--- config.mk ---
export PLATFORM = sky130hd
export DESIGN_NAME = xorshift_random_id_chars_unit_flat
export DESIGN_NICKNAME = d
export VERILOG_FILES = /design/src/rtl/core/xrid_pkg.sv /design/src/rtl/core/xrid_if.sv /design/src/rtl/core/xrid_mod61.sv /design/src/rtl/core/xorshift_random_id_chars_unit.sv /design/src/flat_wrapper.sv
export SDC_FILE = /design/constraint.sdc
export NUM_CORES = 1
export LEC_CHECK = 0
export BUFFER_PORTS_ARGS = -buffer_cell sky130_fd_sc_hd__buf_4
export CORE_AREA = 2 2 174 210
export CTS_CLUSTER_DIAMETER = 200
export DETAILED_ROUTE_END_ITERATION = 16
export DIE_AREA = 0 0 176 212
export MAX_ROUTING_LAYER = met4
export PLACE_DENSITY = 0.52
export REMOVE_ABC_BUFFERS = 1
export SLEW_MARGIN = 40
export SYNTH_ARGS = -nofsm -noshare
export SYNTH_HDL_FRONTEND = slang
export SYNTH_SLANG_ARGS = --single-unit
--- constraint.sdc ---
create_clock -name i_clk -period 4.5 [get_ports i_clk]
set_input_delay 0.9 -clock i_clk [delete_from_list [all_inputs] [get_ports i_clk]]
set_output_delay 0.9 -clock i_clk [all_outputs]
set_load 0.02 [all_outputs]
--- src/rtl/core/xrid_pkg.sv ---
package xrid_pkg;

    // request and result field widths
    localparam int LEN_W  = 7;
    localparam int CHAR_W = 7;

    // longest identifier handed out for one request
    localparam int MAX_ID_LENGTH = 64;
    localparam int LEFT_W        = $clog2(MAX_ID_LENGTH + 1);

    // configuration port
    localparam int CFG_IDX_W  = 2;
    localparam int CFG_DATA_W = 64;

    localparam logic [CFG_IDX_W-1:0] CFG_MODE       = 2'd0;
    localparam logic [CFG_IDX_W-1:0] CFG_SEED_SMALL = 2'd1;
    localparam logic [CFG_IDX_W-1:0] CFG_SEED_LARGE = 2'd2;

    // generator mode codes
    localparam logic MODE_SMALL = 1'b0;
    localparam logic MODE_LARGE = 1'b1;

    localparam logic [31:0] SEED_SMALL_RESET = 32'd2463534242;
    localparam logic [63:0] SEED_LARGE_RESET = 64'd88172645463325252;

    // modulo reduction: 6-bit digits, 64 = 3 (mod 61)
    localparam int DIGIT_W   = 6;
    localparam int DIGITS    = (64 + DIGIT_W - 1) / DIGIT_W;
    localparam int WORD_W    = DIGITS * DIGIT_W;
    localparam int DCNT_W    = $clog2(DIGITS);
    localparam int MODULUS   = 61;
    localparam int REM_W     = 6;

    // status of the modulo unit
    typedef struct packed {
        logic             busy;
        logic             done;
        logic [REM_W-1:0] rem;
    } t_mod_status;

    // one 32-bit xorshift step, shifts 13, 17, 5
    function automatic logic [31:0] next_small(input logic [31:0] x);
        logic [31:0] a;
        logic [31:0] b;
        a = x ^ (x << 13);
        b = a ^ (a >> 17);
        return b ^ (b << 5);
    endfunction

    // one 64-bit xorshift step, shifts 13, 7, 17
    function automatic logic [63:0] next_large(input logic [63:0] x);
        logic [63:0] a;
        logic [63:0] b;
        a = x ^ (x << 13);
        b = a ^ (a >> 7);
        return b ^ (b >> 17);
    endfunction

    // remainder to ascii: digits, then 'b'..'z', then 'A'..'Z'
    function automatic logic [CHAR_W-1:0] map_char(input logic [REM_W-1:0] r);
        logic [CHAR_W-1:0] rw;
        rw = CHAR_W'(r);
        if (r < REM_W'(10)) begin
            return CHAR_W'(48) + rw;
        end else if (r < REM_W'(35)) begin
            return CHAR_W'(88) + rw;
        end
        return CHAR_W'(30) + rw;
    endfunction

endpackage

--- src/rtl/core/xrid_if.sv ---
// request channel
interface xrid_req_if;
    logic                       valid;
    logic                       ready;
    logic [xrid_pkg::LEN_W-1:0] id_length;

    modport source (output valid, output id_length, input ready);
    modport sink   (input valid, input id_length, output ready);
endinterface

// result channel, one character per transfer
interface xrid_res_if;
    logic                        valid;
    logic                        ready;
    logic [xrid_pkg::CHAR_W-1:0] id_char;
    logic                        last_char;

    modport source (output valid, output id_char, output last_char, input ready);
    modport sink   (input valid, input id_char, input last_char, output ready);
endinterface

// configuration write channel
interface xrid_cfg_if;
    logic                            valid;
    logic                            ready;
    logic [xrid_pkg::CFG_IDX_W-1:0]  index;
    logic [xrid_pkg::CFG_DATA_W-1:0] data;

    modport source (output valid, output index, output data, input ready);
    modport sink   (input valid, input index, input data, output ready);
endinterface

--- src/rtl/core/xrid_mod61.sv ---
module xrid_mod61 (
    input  logic                  i_clk,
    input  logic                  i_rst_n,
    input  logic                  i_start,
    input  logic [63:0]           i_word,
    output xrid_pkg::t_mod_status o_status
);
    import xrid_pkg::*;

    logic [WORD_W-1:0]  r_word, n_word;
    logic [REM_W-1:0]   r_rem, n_rem;
    logic [DCNT_W-1:0]  r_cnt, n_cnt;
    logic               r_busy, n_busy;
    logic               r_done, n_done;

    logic [DIGIT_W-1:0] digit;
    logic [7:0]         acc;
    logic [REM_W-1:0]   acc_red;

    // horner step: rem = (3 * rem + digit) mod 61, acc stays below 4 * 61
    assign digit = r_word[WORD_W-1 -: DIGIT_W];
    assign acc   = 8'({r_rem, 1'b0}) + 8'(r_rem) + 8'(digit);

    always_comb begin
        priority if (acc >= 8'(3 * MODULUS)) begin
            acc_red = REM_W'(acc - 8'(3 * MODULUS));
        end else if (acc >= 8'(2 * MODULUS)) begin
            acc_red = REM_W'(acc - 8'(2 * MODULUS));
        end else if (acc >= 8'(MODULUS)) begin
            acc_red = REM_W'(acc - 8'(MODULUS));
        end else begin
            acc_red = REM_W'(acc);
        end
    end

    // digit sequencer, most significant digit first
    always_comb begin
        n_word = r_word;
        n_rem  = r_rem;
        n_cnt  = r_cnt;
        n_busy = r_busy;
        n_done = 1'b0;
        if (i_start) begin
            n_word = WORD_W'(i_word);
            n_rem  = '0;
            n_cnt  = '0;
            n_busy = 1'b1;
        end else if (r_busy) begin
            n_word = r_word << DIGIT_W;
            n_rem  = acc_red;
            n_cnt  = r_cnt + DCNT_W'(1);
            if (r_cnt == DCNT_W'(DIGITS - 1)) begin
                n_busy = 1'b0;
                n_done = 1'b1;
            end
        end
    end

    always_ff @(posedge i_clk) begin
        if (!i_rst_n) begin
            r_busy <= 1'b0;
            r_done <= 1'b0;
            r_cnt  <= '0;
        end else begin
            r_busy <= n_busy;
            r_done <= n_done;
            r_cnt  <= n_cnt;
        end
    end

    always_ff @(posedge i_clk) begin
        r_word <= n_word;
        r_rem  <= n_rem;
    end

    assign o_status.busy = r_busy;
    assign o_status.done = r_done;
    assign o_status.rem  = r_rem;

endmodule

--- src/rtl/core/xorshift_random_id_chars_unit.sv ---
// channel  | modport | fields                 | role
// i_req    | sink    | id_length              | identifier request
// o_res    | source  | id_char, last_char     | one character per result
// i_cfg    | sink    | index, data            | mode and seed writes
//
// each character passes through a draw, eleven digit steps of the
// shared mod 61 unit, a turn to pick up the remainder and a hand-off.
// a new request is accepted only after the last character of the previous
// one is handed off; length 0 is accepted and yields no characters.
// i_rst_n is synchronous: both generators reload their reset seeds.
// a stalled output holds the character; the next hand-off waits for space.
module xorshift_random_id_chars_unit (
    input  logic       i_clk,
    input  logic       i_rst_n,
    xrid_req_if.sink   i_req,
    xrid_res_if.source o_res,
    xrid_cfg_if.sink   i_cfg
);
    import xrid_pkg::*;

    localparam logic [1:0] ST_IDLE = 2'd0;
    localparam logic [1:0] ST_DRAW = 2'd1;
    localparam logic [1:0] ST_RED  = 2'd2;
    localparam logic [1:0] ST_PUT  = 2'd3;

    logic [1:0]        r_state, n_state;
    logic [LEFT_W-1:0] r_left, n_left;
    logic              r_mode, n_mode;
    logic [31:0]       r_gen_small, n_gen_small;
    logic [63:0]       r_gen_large, n_gen_large;
    logic              r_out_valid, n_out_valid;
    logic [CHAR_W-1:0] r_out_char, n_out_char;
    logic              r_out_last, n_out_last;

    logic              req_acc;
    logic              cfg_acc;
    logic              out_free;
    logic [LEFT_W-1:0] len_sat;
    logic [31:0]       draw_small;
    logic [63:0]       draw_large;
    logic              mod_start;
    logic [63:0]       mod_word;
    t_mod_status       s_mod;

    assign req_acc  = i_req.valid && i_req.ready;
    assign cfg_acc  = i_cfg.valid && i_cfg.ready;
    assign out_free = !r_out_valid || o_res.ready;

    assign i_req.ready = (r_state == ST_IDLE);
    assign i_cfg.ready = (r_state == ST_IDLE);

    // saturate the requested length
    always_comb begin
        if (int'(i_req.id_length) > MAX_ID_LENGTH) begin
            len_sat = LEFT_W'(MAX_ID_LENGTH);
        end else begin
            len_sat = LEFT_W'(i_req.id_length);
        end
    end

    assign draw_small = next_small(r_gen_small);
    assign draw_large = next_large(r_gen_large);

    assign mod_start = (r_state == ST_DRAW);
    assign mod_word  = (r_mode == MODE_LARGE) ? draw_large : 64'(draw_small);

    xrid_mod61 u_mod61 (
        .i_clk    (i_clk),
        .i_rst_n  (i_rst_n),
        .i_start  (mod_start),
        .i_word   (mod_word),
        .o_status (s_mod)
    );

    // sequencer, generators and output register
    always_comb begin
        n_state     = r_state;
        n_left      = r_left;
        n_mode      = r_mode;
        n_gen_small = r_gen_small;
        n_gen_large = r_gen_large;
        n_out_valid = r_out_valid;
        n_out_char  = r_out_char;
        n_out_last  = r_out_last;

        if (r_out_valid && o_res.ready) begin
            n_out_valid = 1'b0;
        end

        unique case (r_state)
            ST_IDLE: begin
                if (req_acc && (len_sat != '0)) begin
                    n_left  = len_sat;
                    n_state = ST_DRAW;
                end
            end
            ST_DRAW: begin
                if (r_mode == MODE_LARGE) begin
                    n_gen_large = draw_large;
                end else begin
                    n_gen_small = draw_small;
                end
                n_state = ST_RED;
            end
            ST_RED: begin
                if (s_mod.done) begin
                    n_state = ST_PUT;
                end
            end
            ST_PUT: begin
                if (out_free) begin
                    n_out_valid = 1'b1;
                    n_out_char  = map_char(s_mod.rem);
                    n_out_last  = (r_left == LEFT_W'(1));
                    n_left      = r_left - LEFT_W'(1);
                    n_state     = (r_left == LEFT_W'(1)) ? ST_IDLE : ST_DRAW;
                end
            end
            default: begin
                n_state = ST_IDLE;
            end
        endcase

        // register writes, taken only while idle
        if (cfg_acc) begin
            unique case (i_cfg.index)
                CFG_MODE: begin
                    n_mode = i_cfg.data[0];
                end
                CFG_SEED_SMALL: begin
                    n_gen_small = i_cfg.data[31:0];
                end
                CFG_SEED_LARGE: begin
                    n_gen_large = i_cfg.data;
                end
                default: begin
                end
            endcase
        end
    end

    always_ff @(posedge i_clk) begin
        if (!i_rst_n) begin
            r_state     <= ST_IDLE;
            r_left      <= '0;
            r_mode      <= MODE_SMALL;
            r_gen_small <= SEED_SMALL_RESET;
            r_gen_large <= SEED_LARGE_RESET;
            r_out_valid <= 1'b0;
        end else begin
            r_state     <= n_state;
            r_left      <= n_left;
            r_mode      <= n_mode;
            r_gen_small <= n_gen_small;
            r_gen_large <= n_gen_large;
            r_out_valid <= n_out_valid;
        end
    end

    always_ff @(posedge i_clk) begin
        r_out_char <= n_out_char;
        r_out_last <= n_out_last;
    end

    assign o_res.valid     = r_out_valid;
    assign o_res.id_char   = r_out_char;
    assign o_res.last_char = r_out_last;

    // no characters owed while waiting for a request
    a_idle_no_left: assert property (@(posedge i_clk) disable iff (!i_rst_n)
        (r_state == ST_IDLE) |-> (r_left == '0))
        else $error("characters still owed in idle");

    // the modulo unit finishes only while the sequencer waits for it
    a_done_in_red: assert property (@(posedge i_clk) disable iff (!i_rst_n)
        s_mod.done |-> (r_state == ST_RED))
        else $error("modulo result outside reduction wait");

    // a non-empty request starts a draw
    a_req_draws: assert property (@(posedge i_clk) disable iff (!i_rst_n)
        (req_acc && (len_sat != '0)) |=> (r_state == ST_DRAW))
        else $error("request did not start a draw");

    // the modulo unit is never restarted while busy
    a_no_restart: assert property (@(posedge i_clk) disable iff (!i_rst_n)
        mod_start |-> !s_mod.busy)
        else $error("modulo unit restarted while busy");

endmodule

--- src/flat_wrapper.sv ---
// flat-port wrapper written by rule: the top's interface ports become plain ports
module xorshift_random_id_chars_unit_flat import xrid_pkg::*;
  (i_clk, i_rst_n, i_req_valid, i_req_id_length, i_req_ready, o_res_valid, o_res_id_char, o_res_last_char, o_res_ready, i_cfg_valid, i_cfg_index, i_cfg_data, i_cfg_ready);
  xrid_req_if i_req_i ();
  xrid_res_if o_res_i ();
  xrid_cfg_if i_cfg_i ();
  input  logic i_clk;
  input  logic i_rst_n;
  input wire logic [$bits(i_req_i.valid)-1:0] i_req_valid;
  input wire logic [$bits(i_req_i.id_length)-1:0] i_req_id_length;
  output wire logic [$bits(i_req_i.ready)-1:0] i_req_ready;
  output wire logic [$bits(o_res_i.valid)-1:0] o_res_valid;
  output wire logic [$bits(o_res_i.id_char)-1:0] o_res_id_char;
  output wire logic [$bits(o_res_i.last_char)-1:0] o_res_last_char;
  input wire logic [$bits(o_res_i.ready)-1:0] o_res_ready;
  input wire logic [$bits(i_cfg_i.valid)-1:0] i_cfg_valid;
  input wire logic [$bits(i_cfg_i.index)-1:0] i_cfg_index;
  input wire logic [$bits(i_cfg_i.data)-1:0] i_cfg_data;
  output wire logic [$bits(i_cfg_i.ready)-1:0] i_cfg_ready;
  assign i_req_i.valid = i_req_valid;
  assign i_req_i.id_length = i_req_id_length;
  assign i_req_ready = i_req_i.ready;
  assign o_res_valid = o_res_i.valid;
  assign o_res_id_char = o_res_i.id_char;
  assign o_res_last_char = o_res_i.last_char;
  assign o_res_i.ready = o_res_ready;
  assign i_cfg_i.valid = i_cfg_valid;
  assign i_cfg_i.index = i_cfg_index;
  assign i_cfg_i.data = i_cfg_data;
  assign i_cfg_ready = i_cfg_i.ready;
  xorshift_random_id_chars_unit u_core (.i_clk(i_clk), .i_rst_n(i_rst_n), .i_req(i_req_i), .o_res(o_res_i), .i_cfg(i_cfg_i));
endmodule
== Word-level counts from Yosys, hierarchy flattened ==
Cells that the tools add are included.
Storage, ports and cells
  output and inout port bits: 11
  memories kept: 0
  memory bits (writable): 0
  register bits: 193
  bits in read-only memories: 0
  bits in latches: 0
Cells by class
  multiplexer cells: 37
  div/mod/pow operators: 0
  $add $sub $neg: 10
  reductions and logical operators: 17
  $lt $le $gt $ge: 6
  shift operators: 0
  bitwise gates (word level): 8
  eq/ne operators: 10
  multipliers: 0
Operators by type and width (count)
  64-bit 2-to-1 mux: 7
  32-bit 2-to-1 mux: 4
  32-bit bitwise XOR: 2
  64-bit by 47-bit bitwise XOR with 64-bit output: 1
  64-bit by 57-bit bitwise XOR with 64-bit output: 1
  64-bit bitwise XOR: 1
  7-bit 2-to-1 mux: 6
  32-bit by 15-bit bitwise XOR with 32-bit output: 1
  6-bit 2-to-1 mux: 3
  6-bit subtractor (second input constant): 3
  7-bit one-hot mux with 2 select lines: 1
  1-bit 2-to-1 mux: 12
  7-bit by 6-bit adder with 8-bit output: 1
  8-bit by 6-bit adder with 8-bit output: 1
  8-bit by 6-bit >= comparator with 1-bit output (second input constant): 1
  8-bit by 7-bit >= comparator with 1-bit output (second input constant): 1
  8-bit >= comparator (second input constant): 1
  2-bit one-hot mux with 4 select lines: 1
  5-bit by 6-bit adder with 7-bit output (first input constant): 1
  6-bit by 6-bit adder with 7-bit output (first input constant): 1
  7-bit by 6-bit adder with 7-bit output (first input constant): 1
  7-bit by 1-bit equality test with 1-bit output (second input constant): 1
  7-bit greater-than comparator (second input constant): 1
  7-bit nonzero test: 1
  20 further kinds: 34

== Logic depth before layout (Yosys ltp) ==
Gate-level depths: netlist (run 1).
  depth after elaboration: 7
  depth in mapped cells: 13
  mapped depth without buffers: 13

== Cells and area by module ==
A second synthesis (run 1) with hierarchy kept.
Unflattened totals
  cell total of the unflattened synthesis: 1345
  area, all modules: 13101.3 um^2
By module, submodules not included
  xorshift_random_id_chars_unit: area an instance 8982.4 um^2, cells an instance 1040, seq. area each 2382.3 um^2, instances 1
  xrid_mod61: area an instance 4119.0 um^2, cells an instance 305, seq. area each 2202.1 um^2, instances 1

== Least setup slack after synthesis (run 1) ==
No wires, ideal clock.
  kind: flip-flop to flip-flop
  start point: register u_core.u_mod61.r_word[61]
  end point: register u_core.u_mod61.r_rem[4]
  slack: 1.246 ns
  cell stages (with the launch flop): 14
  setup time: 0.122 ns
  data required time: 4.378 ns
  buffers on the path: 1
  arrival: 3.132 ns
  path through: edfxtp_1 -> fa_1 -> ha_1 -> inv_1 -> fa_1 -> nand2b_1 -> a21oi_2 -> xor2_2 -> buf_6 -> nand4_1 -> a211oi_1 -> a41oi_1 -> mux2i_1 -> a221o_1
On the way
  word-level cells in the longest chain between the ends: 5
  elaborated cells on any way between the ends: 10
  those cells by class: 4 x add/sub; 3 x order compare; 3 x mux
Ends and longest elaborated chain
  start: declaration: RTL line xrid_mod61.sv:10  | logic [WORD_W-1:0] r_word, n_word;
  start signal: assignment: RTL line xrid_mod61.sv:72  | r_word <= n_word;
  8-bit by 6-bit adder with 8-bit output *: RTL line xrid_mod61.sv:22  | assign acc = 8'({r_rem, 1'b0}) + 8'(r_rem) + 8'(digit);
  8-bit by 6-bit >= comparator with 1-bit output or 6-bit subtractor (tied branches): RTL line xrid_mod61.sv:29, xrid_mod61.sv:30
  6-bit 2-to-1 mux: RTL line xrid_mod61.sv:29  | end else if (acc >= 8'(MODULUS)) begin
  6-bit 2-to-1 mux: RTL line xrid_mod61.sv:27  | end else if (acc >= 8'(2 * MODULUS)) begin
  6-bit 2-to-1 mux *: RTL line xrid_mod61.sv:25  | priority if (acc >= 8'(3 * MODULUS)) begin
  end signal: assignment: RTL line xrid_mod61.sv:73  | r_rem <= n_rem;
  end: declaration: RTL line xrid_mod61.sv:11  | logic [REM_W-1:0] r_rem, n_rem;
Every way passes the cells marked *; elsewhere a longest branch is shown, timed or not.
A chain may end at the register's enable or synchronous reset.

== Final worst setup path (run 1) ==
  start point: register u_core.u_mod61.r_word[61]
  end point: register u_core.u_mod61.r_rem[2]
The elaborated chain is that of the path after synthesis.

==> results of run 1 <==
[logic make-up after synthesis]
family	after synthesis	share of synthesized area, %
AOI/OAI and AO/OA	314	17.8
xor gates and xnor gates	291	21.1
adders and majority gates	34	3.86
buffers and inverters	151	4.78
DFF	193	37.6
muxes	19	1.68
and+or+nand+nor	350	13.2
[final cells by class]
type	instances	area (um2)	share of cell area, %
clock inverter	6	35.0	0.253
clock buffer	26	576	4.15
tap	468	586	4.22
timing repair buffer	103	777	5.60
sequential	193	4590	33.1
multi-input combinational	1008	7070	51.0
inverter	64	240	1.73
[final timing paths]
| kind | cells past startpoint | to |
|---|---|---|
| max | 12 | u_core.u_mod61.r_rem[2]$_SDFFE_PP0P_ |
| min | 2 | u_core.u_mod61.r_word[65]$_SDFFE_PP0P_ |
| max reg2reg | 12 | u_core.u_mod61.r_rem[2]$_SDFFE_PP0P_ |
| min reg2reg | 2 | u_core.u_mod61.r_word[65]$_SDFFE_PP0P_ |
[per-stage QoR]
step | cell area (um2) | utilization [%] | hold WS (ps) | TNS [ps]
floorplan | 11900 | - | 456 | -1990
global placement | 13200 | 37.3 | 466 | 0
detailed placement | 13300 | 37.4 | 477 | 0
CTS | 13900 | 39.1 | 494 | 0
global route | 13900 | 39.1 | 533 | 0
finish | 13900 | 39.1 | 488 | 0
[cells in the mapped netlist, types with 8 or more instances]
library cell / number
o211ai_1: 48
a21oi_1: 63
xnor2_1: 189
buf_1: 13
o22ai_1: 35
o211a_1: 35
dfxtp_1: 121
clkbuf_1: 68
nand3_1: 28
inv_1: 64
and2_1: 8
o21ai_0: 62
ha_1: 28
mux2_2: 12
nand2_1: 114
or3_1: 21
a211oi_1: 17
nor2_1: 121
nor2b_1: 25
edfxtp_1: 72
xor2_1: 99
[layer usage]
layer | GRT usage, % | wire, um | vias to the layer above
met5 | - | 0 | -
met4 | 5.70 | 785 | 0
met3 | 2.24 | 1120 | 52
met2 | 33.3 | 17300 | 200
met1 | 24.5 | 15800 | 4527
li1 | - | - | 4715
[worst max-delay path, cell delays in order (launching register included)]
cell	delay (ps)
edfxtp_1	400
fa_1	550
ha_1	180
inv_1	60
fa_1	420
nand2b_1	200
a21oi_2	180
xor2_2	540
a31oi_2	240
o21ai_0	230
o211ai_1	130
a221oi_1	380
a211oi_1	70
[where the power goes]
part	internal, mW	switching [mW]
Clock	0.889	0.709
Combinational	2.76	4.19
Sequential	2.62	0.437
[flip-flops by register name, indices dropped and copies added (netlist names), 2 cells and up]
name and cells:
u_core.r_state 2, u_core.r_gen_large 64, u_core.r_left 7, u_core.u_mod61.r_cnt 4, u_core.o_res.id_char 7, u_core.r_gen_small 32
u_core.u_mod61.r_word 66, u_core.u_mod61.r_rem 6
==> flow_summary.ini, run 1 <==
[status]
outcome = finished, final reports clean

[timing]
slew_viol_final = 0
hold_violations = 0
rsz0062_at_grt = false
setup_viol = 0
timing.fmax_ghz = 0.268
fin_skew_ps = 12.6
max_slew.worst_pin.slew_ps = 801
fin_crit_sh_pct = 82.9
worst_slack_ps = 769
finalCriticalPeriod_ps = 3730
max-slew-margin-rel_pct = 46.6

[synth]
synth_cells = 1352
synthTopCellsByArea = dfxtp_1, edfxtp_1, xnor2_1
syn_area_per_cell_um2 = 9.02
synth_cell_types = 72
ys_ff_latch = 193
synth_edf_count = 72
yosysWarnings = 0
synthArstFlopShare_pct = 0
ys_seq_area_share_pct = 37.6
netlist_area_mm2 = 0.0122
synth.largest_area_cell = dfxtp_1
ys.flop_type = dfxtp_1
yosysTopAreaCellShare_pct = 19.9

[placed_design]
dp_slack_ps = 818
dp_hpwl_um = 25500
place_inst = 1836
io_buffers = 88
place_congestion = 0.838

[cts]
htreeDepth = 4
cts_num_sinks = 193
cts_resized = 0
post_cts_buffers = 0
cts_root_buffer = clkbuf_16
clk_path_buf_depth = 2
cts_buffers = 17
path_clk_slew_ps = 70
ctsHoldBuffers = 0
clk_latency_ps = 440
cts_tree = yes

[finish]
final_cell_mix = xnor2_1, nor2_1, dfxtp_1
area_delta_synth_final_pct = 13.7
nFillCells = 3590
final_common_cell = xnor2_1
drive_above_1_share_pct = 12.7
num_antenna_cells = 0
num-nets-final = 1499
layout.cells.non_filler = 1868

[critical_path]
critPathMaxFanout = 13
startpoint_type = flop
cp.required_ps = 4790
critPathLaunch = u_core.u_mod61.r_word[61]$_DFFE_PP_
reg2reg_from = u_core.u_mod61.r_word[61]$_DFFE_PP_
cp_data_arrival_time_ps = 4020
critical_path_class = flop to flop
end_kind = flop
ff2ff_setup_slack_ps = 770

[die]
row_count = 76
start_util_pct = 34.4
dieArea_mm2 = 0.0373
boundaryPins = 89
die_h_um = 212
dieWidth_um = 176
core_area_mm2 = 0.0355

[drt]
wl_per_cell_um = 18.7
drt_pass1_iterations = 6
route.detailed.drc = 0
totalWireLength_um = 35000
drtIter0Drc = 620
drtAntennaViolNets = 0
num_vias = 9494
detail_route.vias_per_cell = 5.08

[global_route]
antenna_found_initial = 0
grt_pass1_wl_um = 54500
grt_max_degree = 82
grt_use_total_pct = 19.6
grt_pass1_vias = 9300
grt-ovfl-total = 0

[power_and_ir_drop]
powerDensity_mw_per_mm2 = 837
vdd_drop_max_mv = 0.323
finalPower_mw = 11.6
leakage_nw = 5.51

[hold_path]
hold_class = flop to flop
min_from = u_core.u_mod61.r_word[59]$_DFFE_PP_

[job]
maxCapViolCount = 0
(Power assumes the default switching activity.)
==> run 2, diff against run 1 <==
- clock period: 4.5 -> 3.7 ns (I/O delays scaled with it)
==> run 2 against run 1 <==
Clock power up 22%. First-iteration DRC count up 13%. Via count up 0.70%. Core utilization up 0.28 points. Clock skew about the same. Maximum frequency up 7.8%. Flip-flop and latch count unchanged. Die area unchanged. Combinational power up 25%. Clock-buffer cell count down 9. Routed wire length up 2.3%. Global-route usage up 0.46 points. Highest routed layer unchanged.
==> flow_summary.ini, run 2 (synthesized netlist as in run 1, its figures left out) <==
[status]
outcome = finished, final reports clean

[die]
die_h_um = 212
start_util_pct = 34.4
boundaryPins = 89
dieWidth_um = 176
row_count = 76
dieArea_mm2 = 0.0373
core_area_mm2 = 0.0355

[cts]
post_cts_buffers = 0
htreeDepth = 4
clk_latency_ps = 450
cts_buffers = 17
cts_root_buffer = clkbuf_16
clk_path_buf_depth = 2
path_clk_slew_ps = 80
cts_tree = yes
cts_num_sinks = 193

[timing]
setup_viol = 0
finalCriticalPeriod_ps = 3460
max-slew-margin-rel_pct = 48.8
rsz0062_at_grt = false
fin_crit_sh_pct = 93.5
hold_violations = 0
worst_slack_ps = 240
slew_viol_final = 0
timing.fmax_ghz = 0.289
fin_skew_ps = 12.7
max_slew.worst_pin.slew_ps = 765

[critical_path]
startpoint_type = flop
cp_data_arrival_time_ps = 3800
critPathMaxFanout = 13
critPathLaunch = u_core.u_mod61.r_word[61]$_DFFE_PP_
end_kind = flop
cp.required_ps = 4040
reg2reg_depth = 13
reg2reg_from = u_core.u_mod61.r_word[61]$_DFFE_PP_
critical_path_class = flop to flop

[power_and_ir_drop]
p_seq_share_pct = 25.8
internal-power_mw = 7.67
power.switching_mw = 6.66
clkPwrFrac_pct = 13.6
vdd_drop_max_mv = 0.506
finalPower_mw = 14.3
pwr-share-comb_pct = 60.6
switching_share_pct = 46.5
leakage_nw = 5.55
powerDensity_mw_per_mm2 = 1030

[hold_path]
min_from = u_core.r_left[1]$_SDFFE_PN0P_
hold_class = flop to flop
hold_depth = 2

[finish]
layout.cells.non_filler = 1880
final_cell_mix = xnor2_1, nor2_1, dfxtp_1
drive_above_1_share_pct = 13.7
num_antenna_cells = 0
multi_input_area_mm2 = 0.00707
top_regs = u_core.u_mod61.r_word (66), u_core.r_gen_large (64), u_core.r_gen_small (32)
seqCellArea_mm2 = 0.00459
largest_reg_flops = 66
largest_register = u_core.u_mod61.r_word
area_delta_synth_final_pct = 14.5
final_common_cell = xnor2_1
num-nets-final = 1511
nFillCells = 3624

[drt]
num_vias = 9560
wl_per_cell_um = 19.0
detail_route.vias_per_cell = 5.09
drtIter0Drc = 701
drt_pass1_iterations = 5
drtAntennaViolNets = 0
route.detailed.drc = 0
totalWireLength_um = 35800

[placed_design]
io_buffers = 88
dp_slack_ps = 200
dp_hpwl_um = 26400
place_inst = 1848
place_congestion = 0.828

[global_route]
grt-ovfl-total = 0
grt_use_total_pct = 20.0
grt_pass1_vias = 9262
grt_pass1_wl_um = 55100
grt_max_degree = 62
antenna_found_initial = 0

[job]
maxCapViolCount = 0
==> run 2: power by group through the flow <==
| stage | combinational, mW | sequential [mW] | clock [mW] |
|---|---|---|---|
| global route | 9.58 | 3.78 | 2.07 |
| finish | 8.69 | 3.70 | 1.95 |
| CTS | 8.72 | 3.70 | 2.00 |
| global placement | 8.65 | 3.74 | 0 |
| floorplan | 6.31 | 3.66 | 0 |
| detailed placement | 8.66 | 3.75 | 0 |
==> run 2: layer usage <==
metal	track usage, %	vias up	wire length [um]
met4	5.56	0	667
met5	-	-	0
li1	-	4752	-
met1	25.2	4587	16000
met3	2.11	32	1130
met2	34.2	189	18000
==> run 2: worst paths after layout <==
check	slack [ps]	end
min reg2reg	500	u_core.r_left[1]$_SDFFE_PN0P_
max reg2reg	240	u_core.u_mod61.r_rem[4]$_SDFFE_PP0P_
max	240	u_core.u_mod61.r_rem[4]$_SDFFE_PP0P_
min	500	u_core.r_left[1]$_SDFFE_PN0P_
==> run 2: area by class of cell <==
type | instances | area share, %
clock inverters | 15 | 1.22
clock buffers | 17 | 3.05
multi-input cells | 1008 | 50.6
well taps | 468 | 4.19
flip-flops and latches | 193 | 32.8
repair buffers | 115 | 6.36
inverters | 64 | 1.72
==> run 2: worst max-delay path: stages, from the launching register on <==
cell      delay, ps
edfxtp_1        400
fa_1            550
ha_1            190
inv_1            70
fa_2            370
nand2b_1        190
a21oi_2         190
xor2_2           80
buf_4           190
a221o_1         320
a211oi_1        230
a41oi_1          90
mux2i_1         150
a221o_1         330
==> run 2: repair_timing <==
item,4_1_cts,5_1_grt
resized for setup,0,1
hold endpoints to repair,0,0
endpoints found under the setup margin,0,2
hold buffers,0,0
==> run 2: stage by stage <==
stage	TNS (ps)	instance area [um2]	utilization, %	hold slack (ps)
floorplan	-74980	11900	-	456
global placement	0	13300	37.6	488
detailed placement	0	13400	37.7	491
CTS	0	14000	39.3	501
global route	0	14000	39.4	512
finish	0	14000	39.4	498
